File: src/rtl/wre_pkg.sv
// package for the windowed rms envelope normalizer
// holds sizes, controller state type and control/status structs; no dependencies
package wre_pkg;

    localparam int ENVELOPE_DEPTH = 1024;
    localparam int MAX_WINDOW     = 4096;
    localparam int ADDR_W         = $clog2(ENVELOPE_DEPTH);
    localparam int CNT_W          = ADDR_W + 1;
    localparam int LEN_W          = 13;
    localparam int SUM_W          = 42;
    localparam logic [LEN_W-1:0] LEN_RESET = 13'd480;
    localparam logic [LEN_W-1:0] LEN_MAX   = LEN_W'(MAX_WINDOW);

    typedef enum logic [1:0] {
        CMD_PUSH = 2'd0,
        CMD_READ = 2'd1
    } cmd_code_t;

    typedef enum logic [2:0] {
        ST_IDLE,
        ST_DIV,
        ST_SQRT,
        ST_STORE,
        ST_RDMEM,
        ST_NORM,
        ST_OUT
    } state_t;

    typedef struct packed {
        logic take_push;
        logic take_read;
        logic div_start;
        logic div_step;
        logic sqrt_step;
        logic store;
        logic norm_start;
        logic norm_step;
        logic out_load;
    } ctrl_t;

    typedef struct packed {
        logic close_req;
        logic div_done;
        logic sqrt_done;
        logic norm_done;
        logic read_hit;
    } stat_t;

endpackage

File: src/rtl/wre_ctrl.sv
// controller state machine of the envelope normalizer
// depends on wre_pkg; drives the datapath with ctrl_t and reads stat_t
module wre_ctrl
    import wre_pkg::*;
(
    input  logic   clk,
    input  logic   rst_n,
    input  logic   in_valid,
    input  logic   in_cmd,
    output logic   in_ready,
    input  logic   out_free,
    input  stat_t  stat,
    output ctrl_t  ctrl
);

    state_t state_reg, state_next;

    always_ff @(posedge clk or negedge rst_n)
    begin
        if (!rst_n)
        begin
            state_reg <= ST_IDLE;
        end
        else
        begin
            state_reg <= state_next;
        end
    end

    always_comb
    begin
        state_next = state_reg;
        case (state_reg)
            ST_IDLE:
            begin
                if (in_valid)
                begin
                    if (in_cmd == CMD_READ[0])
                    begin
                        if (out_free)
                        begin
                            state_next = ST_RDMEM;
                        end
                    end
                    else
                    begin
                        state_next = ST_DIV;
                    end
                end
            end
            ST_DIV:
            begin
                if (!stat.close_req)
                begin
                    state_next = ST_IDLE;
                end
                else if (stat.div_done)
                begin
                    state_next = ST_SQRT;
                end
            end
            ST_SQRT:  if (stat.sqrt_done) state_next = ST_STORE;
            ST_STORE: state_next = ST_IDLE;
            ST_RDMEM: state_next = stat.read_hit ? ST_NORM : ST_OUT;
            ST_NORM:  if (stat.norm_done) state_next = ST_OUT;
            ST_OUT:   state_next = ST_IDLE;
            default:  state_next = ST_IDLE;
        endcase
    end

    always_comb
    begin
        ctrl     = '0;
        in_ready = 1'b0;
        case (state_reg)
            ST_IDLE:
            begin
                in_ready = (in_cmd == CMD_READ[0]) ? out_free : 1'b1;
                ctrl.take_push = in_valid && (in_cmd == CMD_PUSH[0]);
                ctrl.take_read = in_valid && (in_cmd == CMD_READ[0]) && out_free;
                ctrl.div_start = ctrl.take_push;
            end
            ST_DIV:   ctrl.div_step = stat.close_req;
            ST_SQRT:  ctrl.sqrt_step = 1'b1;
            ST_STORE: ctrl.store = 1'b1;
            ST_RDMEM: ctrl.norm_start = 1'b1;
            ST_NORM:  ctrl.norm_step = 1'b1;
            ST_OUT:   ctrl.out_load = 1'b1;
            default:  ctrl = '0;
        endcase
    end

endmodule

File: config.mk
export PLATFORM = sky130hd
export DESIGN_NAME = wre_ctrl
export DESIGN_NICKNAME = d
export VERILOG_FILES = /design/src/rtl/wre_pkg.sv /design/src/rtl/wre_ctrl.sv
export SDC_FILE = /design/constraint.sdc
export NUM_CORES = 1
export LEC_CHECK = 0
export BUFFER_PORTS_ARGS = -buffer_cell sky130_fd_sc_hd__buf_2
export CORE_AREA = 2 2 39 41
export DETAILED_ROUTE_END_ITERATION = 10
export DIE_AREA = 0 0 41 43
export HOLD_SLACK_MARGIN = 0.06
export PLACE_DENSITY = 0.57
export SYNTH_ARGS = -nofsm -noshare
export SYNTH_HDL_FRONTEND = slang
export SYNTH_SLANG_ARGS = --single-unit
File: constraint.sdc
create_clock -name clk -period 1.25 [get_ports clk]
set_input_delay 0 -clock clk [delete_from_list [all_inputs] [get_ports clk]]
set_output_delay 0 -clock clk [all_outputs]
set_load 0.02 [all_outputs]
Yosys cells after proc, flatten, opt, wreduce, memory -nomap -nowiden:

Cells that the tools add are included.

* output and inout bits: 10
* word-level logic and storage cells: 36
* register bits after elaboration: 3
* input bits: 10

* bitwise logic cells: 1
* reductions and logical operators: 5
* muxes and demuxes: 18
* equal/unequal tests: 11

Operator list (number)
* $mux 3: 8
* $pmux 3 s5: 1
* $eq 3x3->1 const B: 3
* $mux 1: 8
* $eq 3x2->1 const B: 2
* $ne 2x2->1 const B: 3
* $ne 3x3->1 const B: 2
* $reduce_and 5->1: 1
* $eq 3x1->1 const B: 1
* $logic_and 1x1->1: 3
* $logic_not 3->1: 1
* $mux 2: 1
* $not 1->1: 1

Depth between registers and ports, before layout:

Gate-level depths: netlist of the first run.

* word-level depth: 4
* mapped depth: 4
* gate-level depth less buffers: 3

Worst setup path before layout of the first run:

No wires, ideal clock.

* kind: flip-flop to output port
* start: reg state_reg[1]
* end: out ctrl[8] (netlist name)
* data arrival time: 1.741 ns
* slack: -0.491 ns
* data required time: 1.250 ns
* cell stages (with the launch flop): 5
* buffers on the path: 2
* path through: dfrtp_1 buf_2 nor2_1 nor4b_1 buf_4

RTL lines
* from (decl): line wre_ctrl.sv:16 `state_t state_reg, state_next;`
* from (signal assigned): line wre_ctrl.sv:26 `state_reg <= state_next;`
* to (decl): line wre_ctrl.sv:13 `output ctrl_t ctrl`

==> results of run 1 <==
-- final cells by class --
| type | count | area, µm² | share of cell area |
|---|---|---|---|
| Timing Repair Buffer | 32 | 224 | 0.384 |
| Multi-Input combinational cell | 27 | 221 | 0.380 |
| Sequential cell | 3 | 77.6 | 0.133 |
| Clock buffer | 4 | 26.3 | 0.0451 |
| Tap cell | 16 | 20.0 | 0.0343 |
| Inverter | 3 | 13.8 | 0.0236 |
-- where the power goes --
group	internal [mW]	total, mW	leakage [nW]	switching [mW]
clock network	0.120	0.175	0.0150	0.0554
logic	0.481	0.930	0.231	0.449
registers	0.146	0.213	0.0361	0.0674
total	0.747	1.32	0.282	0.572
-- critical path, delay by kind of cell (launching register included) --
family                 cells  cell delay [ns]
flip-flops                 1             0.46
buffers and inverters      2             0.25
AND/OR/NAND/NOR            2             0.30
-- worst max path at each step --
| stage | start | end | cells after the start |
|---|---|---|---|
| final | state_reg[0] | ctrl[7] | 4 |
| after global routing | state_reg[0] | ctrl[7] | 4 |
| after CTS | state_reg[2] | ctrl[6] | 4 |
| after detailed placement | state_reg[2] | state_reg[1] | 3 |
| after global placement | state_reg[2] | state_reg[1] | 3 |
| after floorplan | state_reg[1] | ctrl[8] | 4 |
-- per-layer routing --
layer,vias to the layer above,track usage
li1,192,-
met1,179,0.137
met2,9,0.175
met3,2,0.0314
met4,0,0.100
met5,-,0
-- cell families (layout without fill, tap and decap cells) --
family / Yosys count / count (layout) / synth area share
simple gates: 20 / 20 / 0.410
compound gates: 7 / 7 / 0.198
flops: 3 / 3 / 0.270
buf+inv: 7 / 39 / 0.122
-- placed cells by master, fill, tap and decap left out, drive strengths merged --
cell type,count
buf,31
nor2b,3
and3,1
a31o,1
a21boi,1
o32ai,1
nor3,4
inv,3
o31ai,1
nor2,3
nor4,1
nand2,2
a21oi,1
nand4,1
clkbuf,4
a211oi,1
or3b,1
nand2b,2
dlygate4sd3,1
dfrtp,3
nand3b,1
o21ai,1
nor4b,1
-- per-stage QoR --
step                setup slack (ns)  hold WS (ns)  setup TNS, ns  area (µm²)  cells
floorplan                    0.00562        -0.296              0         299     37
global placement              0.0102        -0.201              0         407     70
detailed placement          -0.00281        -0.202       -0.00281         407     70
CTS                          -0.0148        0.0889        -0.0433         517     81
global route                 -0.0770         0.108         -0.284         583     85
finish                      -0.00275        0.0853       -0.00275         583     85
-- timing repair --
item                       in CTS  in global routing
buffers inserted                6                  4
gates resized for setup         9                 11
setup endpoints to repair       5                 10
pin swaps                       1                  3
hold buffers                    1                  0
hold endpoints to repair        3                  0
==> results.yml, run 1 <==
die:
  die_h_um: 43
  start_util: 0.201
  design.portCount: 20
  dieWidth_um: 41
  die_area_um2: 1760
  num_rows: 14
  coreArea_um2: 1380
sta:
  setup_violations: 1
  finalCritPeriodShare: 1.00
  max_freq_mhz: 798
  min_period_ns: 1.25
  drv_slew: 0
  finalClockSkew_ns: 0.00257
  hold_viol: 0
  slew_headroom: 0.826
  max_slew.worst_pin.slew_ns: 0.260
  rsz0062_at_grt: "true"
  setup_ws_ns: -0.00275
setup_path:
  r2r_cells: 3
  end_kind: "output pin"
  cp-start-kind: "register"
  rr_startpoint: "state_reg[2]"
  max_stage_delay_ns: 0.46
  rr_endpoint: "state_reg[1]"
  regToRegSetupSlack_ns: 0.03
  path_cells: "inv_4, nand4_1, nor3_2, buf_4"
  critPathMaxFanout: 5
  crit_type: "register to output pin"
  cp_data_required_time_ns: 1.25
  crit_arrival_ns: 1.25
  slowest_stage: "dfrtp_2"
yosys:
  async_flop_share: 1.00
  synthTopCellsByCount: "nor3_1, buf_2, dfrtp_1, nor2_1, nor2b_1"
  netlist_top_cells_area: "dfrtp_1, nor3_1, nor2b_1"
  syn_area_per_cell_um2: 7.51
  yosysMostFrequentCell: "nor3_1"
  synth_fp_nets: 47
  synth_edf_count: 0
  synth_top_flop_cell: "dfrtp_1"
  seq_area_frac_synth: 0.270
  netlist.top_cell.by_area: "dfrtp_1"
  ys_warn_count: 0
  ys_types: 23
  syn-cell-area_um2: 278
  synth_seq_cells: 3
  synth.top_cell.area_share: 0.270
  synthCells: 37
clock_network:
  path_clk_slew_ns: 0.04
  cts_tree: "yes"
  clk_latency_ns: 0.24
  htree_num_levels: 1
  cts.sinks: 3
  cts_buffers: 3
  root_buffer: "clkbuf_4"
  clockBufferDepth: 2
flow_run:
  maxCapViolations: 0
drt:
  ant_nets: 0
  vias: 382
  routed.top_layer: "met4"
  drc: 0
  m1WireLength_um: 381
  vias_per_cell: 4.49
  routed_wl_um: 909
  met2_length_um: 476
  drt_iter0_drc: 2
  dr.pass1.iters: 2
  wl_per_cell_um: 10.7
  wl_met3_um: 34
pwr:
  p_total_mw: 1.32
  peakVddDrop_v: 0.000765
  powerDensity_nw_per_um2: 2260
  power.leakage_nw: 0.282
outcome:
  status: "complete, but fails checks"
  violations: "negative setup slack"
placed_design:
  io_buffers: 19
  place_congestion: 0.762
  hpwlAfterDp_um: 569
cells_and_area:
  drive_above_1_share: 0.652
  nets: 80
  nFillCells: 137
  largest_reg_flops: 3
  diodes: 0
  final_core_util: 0.421
  syn2layout_area_growth_pct: 110
global_routing:
  track_usage: 0.120
  antenna_found_initial: 0
  overflow: 0
  grt_pass1_wl_mm: 1.37
  grt_pass1_vias: 358
  grt_max_degree: 9
hold_path:
  hp-class: "primary input to asynchronous set/reset pin"
Note: power is estimated with default switching activity, not from simulation.
==> inputs of run 2 (changes only) <==
--- a/config.mk
+++ b/config.mk
@@ -6,11 +6,12 @@
 export NUM_CORES = 1
 export LEC_CHECK = 0
 export BUFFER_PORTS_ARGS = -buffer_cell sky130_fd_sc_hd__buf_2
-export CORE_AREA = 2 2 39 41
+export CELL_PAD_IN_SITES_DETAIL_PLACEMENT = 1
+export CELL_PAD_IN_SITES_GLOBAL_PLACEMENT = 1
+export CORE_UTILIZATION = 21
 export DETAILED_ROUTE_END_ITERATION = 10
-export DIE_AREA = 0 0 41 43
 export HOLD_SLACK_MARGIN = 0.06
-export PLACE_DENSITY = 0.57
+export PLACE_DENSITY = 0.77
 export SYNTH_ARGS = -nofsm -noshare
 export SYNTH_HDL_FRONTEND = slang
 export SYNTH_SLANG_ARGS = --single-unit
==> run 2 against run 1 <==
Effect of this change: the flow still finishes with violations (negative setup slack); global-route usage up 5.6 points; final cell count down 8.2%; critical path type unchanged; clock-buffer cell count unchanged; non-clock buffer count down 5.
==> results.yml, run 2 (synthesized netlist as in run 1, its figures left out) <==
outcome:
  status: "complete, but fails checks"
  violations: "negative setup slack"
setup_path:
  cp_data_required_time_ns: 1.25
  critPathMaxFanout: 6
  crit_type: "register to output pin"
  crit_arrival_ns: 1.28
  cp-start-kind: "register"
  end_kind: "output pin"
global_routing:
  overflow: 0
  grt_pass1_wl_mm: 1.61
  antenna_found_initial: 0
  grt_max_degree: 8
  grt_pass1_vias: 378
  track_usage: 0.176
cells_and_area:
  syn2layout_area_growth_pct: 92.8
  final_cell_mix: "buf_2, buf_4, nor2b_1, clkbuf_4"
  drive_above_1_share: 0.641
  nets: 75
  nFillCells: 153
  largest_reg_flops: 3
  multi_input_area_um2: 220
  final_common_cell: "buf_2"
  regArea_um2: 77.6
  diodes: 0
sta:
  drv_slew: 0
  min_period_ns: 1.28
  hold_viol: 0
  setup_ws_ns: -0.0334
  slew_headroom: 0.854
  finalCritPeriodShare: 1.03
  rsz0062_at_grt: "true"
  finalClockSkew_ns: 0.000730
  setup_violations: 3
  max_freq_mhz: 779
  max_slew.worst_pin.slew_ns: 0.217
clock_network:
  cts_buffers: 3
  path_clk_slew_ns: 0.04
  cts.sinks: 3
  root_buffer: "clkbuf_4"
  clk_latency_ns: 0.24
  htree_num_levels: 1
  cts_tree: "yes"
  clockBufferDepth: 2
pwr:
  combinationalPowerShare: 0.688
  sw_frac_of_total: 0.459
  intPower_mw: 0.669
  power.leakage_nw: 0.259
  seqPwrFrac: 0.169
  pwr-share-clk: 0.142
  power.switching_mw: 0.568
  powerDensity_nw_per_um2: 2310
  peakVddDrop_v: 0.000645
  p_total_mw: 1.24
flow_run:
  maxCapViolations: 0
hold_path:
  hp-class: "primary input to asynchronous set/reset pin"
drt:
  drt_iter0_drc: 5
  dr.pass1.iters: 4
  routed_wl_mm: 1.09
  vias: 384
  drc: 0
  wl_per_cell_um: 13.9
  ant_nets: 0
  vias_per_cell: 4.92
placed_design:
  hpwlAfterDp_um: 649
  place_worst_setup_slack_ns: -0.0114
  place_congestion: 0.694
  io_buffers: 19
die:
  coreArea_um2: 1170
  dieWidth_um: 38.4
  die_h_um: 38.4
  num_rows: 12
  design.portCount: 20
  die_area_um2: 1470
  start_util: 0.237
## run 2: metrics by stage
stage	cell area, µm²	std cells	util	hold WS [ns]	setup TNS (ns)
floorplan	299	37	-	-0.296	0
global placement	404	68	0.345	-0.202	0
detailed placement	404	68	0.345	-0.200	-0.0114
CTS	495	77	0.423	0.0863	-0.0103
global route	536	78	0.457	0.0942	-0.642
finish	536	78	0.457	0.0937	-0.0652
## run 2: power groups by stage
stage | sequential [mW] | clock [mW] | combinational (mW)
final | 0.210 | 0.176 | 0.852
after global placement | 0.206 | 0 | 0.578
after detailed placement | 0.210 | 0 | 0.582
after floorplan | 0.159 | 0 | 0.471
after global routing | 0.218 | 0.185 | 0.924
after CTS | 0.209 | 0.182 | 0.740
## run 2: metal layers
layer	up-vias	global-route usage	part of all wire
met5	-	0	0
met4	0	0.207	0.047
met3	4	0.0174	0.052
met2	18	0.297	0.50
met1	177	0.172	0.39
li1	185	-	-
## run 2: worst paths after layout
path	from	to	slack, ns	depth (start not counted)
max reg2reg	state_reg[2]	state_reg[1]	-0.02	3
min reg2reg	state_reg[1]	state_reg[0]	0.70	3
min	rst_n	state_reg[2]	0.09	2
max in group asynchronous	rst_n	state_reg[0]	1.03	2
max	state_reg[0]	ctrl[7]	-0.03	4
min in group clk	out_free	state_reg[2]	0.10	3
## run 2: critical path, cell delays in order, from the launching register on
cell	delay (ns)
dfrtp_2	0.45
inv_4	0.11
nand4_1	0.12
nor3_1	0.16
buf_2	0.20
## run 2: final cells by class
cell class                      count  area share
Clock buffer                        4      0.0491
Inverter                            3      0.0257
Multi-Input combinational cell     27       0.411
Sequential cell                     3       0.145
Tap cell                           14      0.0327
Timing Repair Buffer               27       0.336
## run 2: timing repair
item / in CTS / in global routing
endpoints found under the hold margin: 3 / 0
gates resized for setup: 9 / 10
hold buffers: 1 / 0
pin swaps: 2 / 3
setup endpoints to repair: 9 / 11
buffers inserted: 4 / 1
==> inputs of run 3 (changes only) <==
--- a/config.mk
+++ b/config.mk
@@ -12,6 +12,8 @@
 export DETAILED_ROUTE_END_ITERATION = 10
 export HOLD_SLACK_MARGIN = 0.06
 export PLACE_DENSITY = 0.77
+export SETUP_SLACK_MARGIN = 0.3
+export SLEW_MARGIN = 20
 export SYNTH_ARGS = -nofsm -noshare
 export SYNTH_HDL_FRONTEND = slang
 export SYNTH_SLANG_ARGS = --single-unit
==> run 3 against run 2 <==
Effect of this change: the flow still finishes with violations (negative setup slack); largest power group unchanged; clock power barely moved; design area rose by 26%; worst hold slack improved by 0.031 ns; worst setup slack got worse by 0.0034 ns; sequential power fell by 6%; non-clock buffer count rose by 5; clock-buffer cell count did not move; sequential share of layout area fell by 3.1 points; highest routed layer unchanged; die area did not move; critical path depth did not move.
==> results.yml, run 3 (synthesized netlist as in run 1, its figures left out) <==
setup_path:
  slowest_stage: "dfrtp_1"
  crit_arrival_ns: 1.29
  cp-start-kind: "register"
  path_cells: "buf_6, nor2_4, nor4b_4, buf_4"
  cp_top_family: "flip-flops"
  startpoint: "state_reg[1]"
  cp_data_required_time_ns: 1.25
  critPathMaxFanout: 4
  crit_type: "register to output pin"
  rr_startpoint: "state_reg[2]"
  cp_num_buf_inv: 2
  end_kind: "output pin"
  max_stage_delay_ns: 0.39
pwr:
  peakVddDrop_v: 0.00122
  power.leakage_nw: 0.306
  powerDensity_nw_per_um2: 2440
  p_total_mw: 1.64
clock_network:
  cts_buffers: 3
  clockBufferDepth: 2
  path_clk_slew_ns: 0.04
  cts_tree: "yes"
  htree_num_levels: 1
  clk_latency_ns: 0.24
  cts.sinks: 3
  root_buffer: "clkbuf_4"
sta:
  setup_ws_ns: -0.0368
  max_slew.worst_pin.slew_ns: 0.269
  hold_viol: 0
  rsz0062_at_grt: "true"
  finalClockSkew_ns: 0.000594
  whs_ns: 0.125
  drv_slew: 0
  setup_violations: 4
  slew_headroom: 0.821
  min_period_ns: 1.29
  max_freq_mhz: 777
  finalCritPeriodShare: 1.03
cells_and_area:
  nFillCells: 140
  diodes: 0
  final_cell_mix: "buf_4, buf_2, buf_6"
  nets: 80
  largest_reg_flops: 3
  syn2layout_area_growth_pct: 142
  final_core_util: 0.575
  drive_above_1_share: 0.696
  final_common_cell: "buf_4"
die:
  die_h_um: 38.4
  design.portCount: 20
  die_area_um2: 1470
  dieWidth_um: 38.4
  start_util: 0.237
  num_rows: 12
  coreArea_um2: 1170
global_routing:
  grt_pass1_wl_mm: 1.76
  grt_pass1_vias: 412
  track_usage: 0.186
  grt_max_degree: 11
  antenna_found_initial: 0
  overflow: 0
placed_design:
  place_worst_setup_slack_ns: 0.0468
  place_congestion: 0.678
  io_buffers: 19
  hpwlAfterDp_um: 669
outcome:
  violations: "negative setup slack"
  status: "complete, but fails checks"
drt:
  vias: 421
  ant_nets: 0
  dr.pass1.iters: 3
  wl_per_cell_um: 17.3
  vias_per_cell: 5.07
  drc: 0
  routed_wl_mm: 1.44
  drt_iter0_drc: 6
flow_run:
  maxCapViolations: 0
hold_path:
  hp-class: "primary input to asynchronous set/reset pin"
run 3: metrics by stage:
step | TNS (ns) | area (µm²) | std cells
floorplan | 0 | 320 | 37
global placement | 0 | 417 | 68
detailed placement | 0 | 417 | 68
CTS | -0.0285 | 598 | 81
global route | -0.457 | 673 | 83
finish | -0.0921 | 673 | 83
run 3: report_power, final:
group          internal, mW  leakage (nW)  switching, mW
registers             0.143        0.0373         0.0554
clock network         0.120        0.0150         0.0538
logic                 0.626         0.253          0.642
total                 0.889         0.306          0.751
run 3: path summary, 6_finish.rpt:
| path | end | slack (ns) | cells after the start |
|---|---|---|---|
| worst max-delay path | ctrl[8] | -0.04 | 4 |
| worst min-delay path | state_reg[1] | 0.12 | 2 |
| worst max register to register | state_reg[1] | -0.02 | 3 |
| worst min register to register | state_reg[1] | 0.72 | 2 |
| max in group asynchronous | state_reg[0] | 1.00 | 2 |
| min in group clk | state_reg[2] | 0.13 | 3 |
run 3: area by class of cell:
class	instances	area [µm²]	share of cell area
sequential	3	76.3	0.113
inverter	3	26.3	0.0390
multi-input combinational	27	273	0.405
clock buffer	4	26.3	0.0390
tap	14	17.5	0.0260
timing repair buffer	32	254	0.377
run 3: layer usage:
metal,global-route usage,share of wire,wire length (µm)
met5,0,0,0
met3,0.0349,0.049,70
met1,0.175,0.39,554
met2,0.352,0.55,795
met4,0.129,0.012,17
run 3: what timing repair did:
action	CTS	global route
hold buffers	1	0
setup endpoints to repair	13	13
buffers inserted	8	2
pin swaps	5	3
resized for setup	23	12
endpoints found under the hold margin	3	0
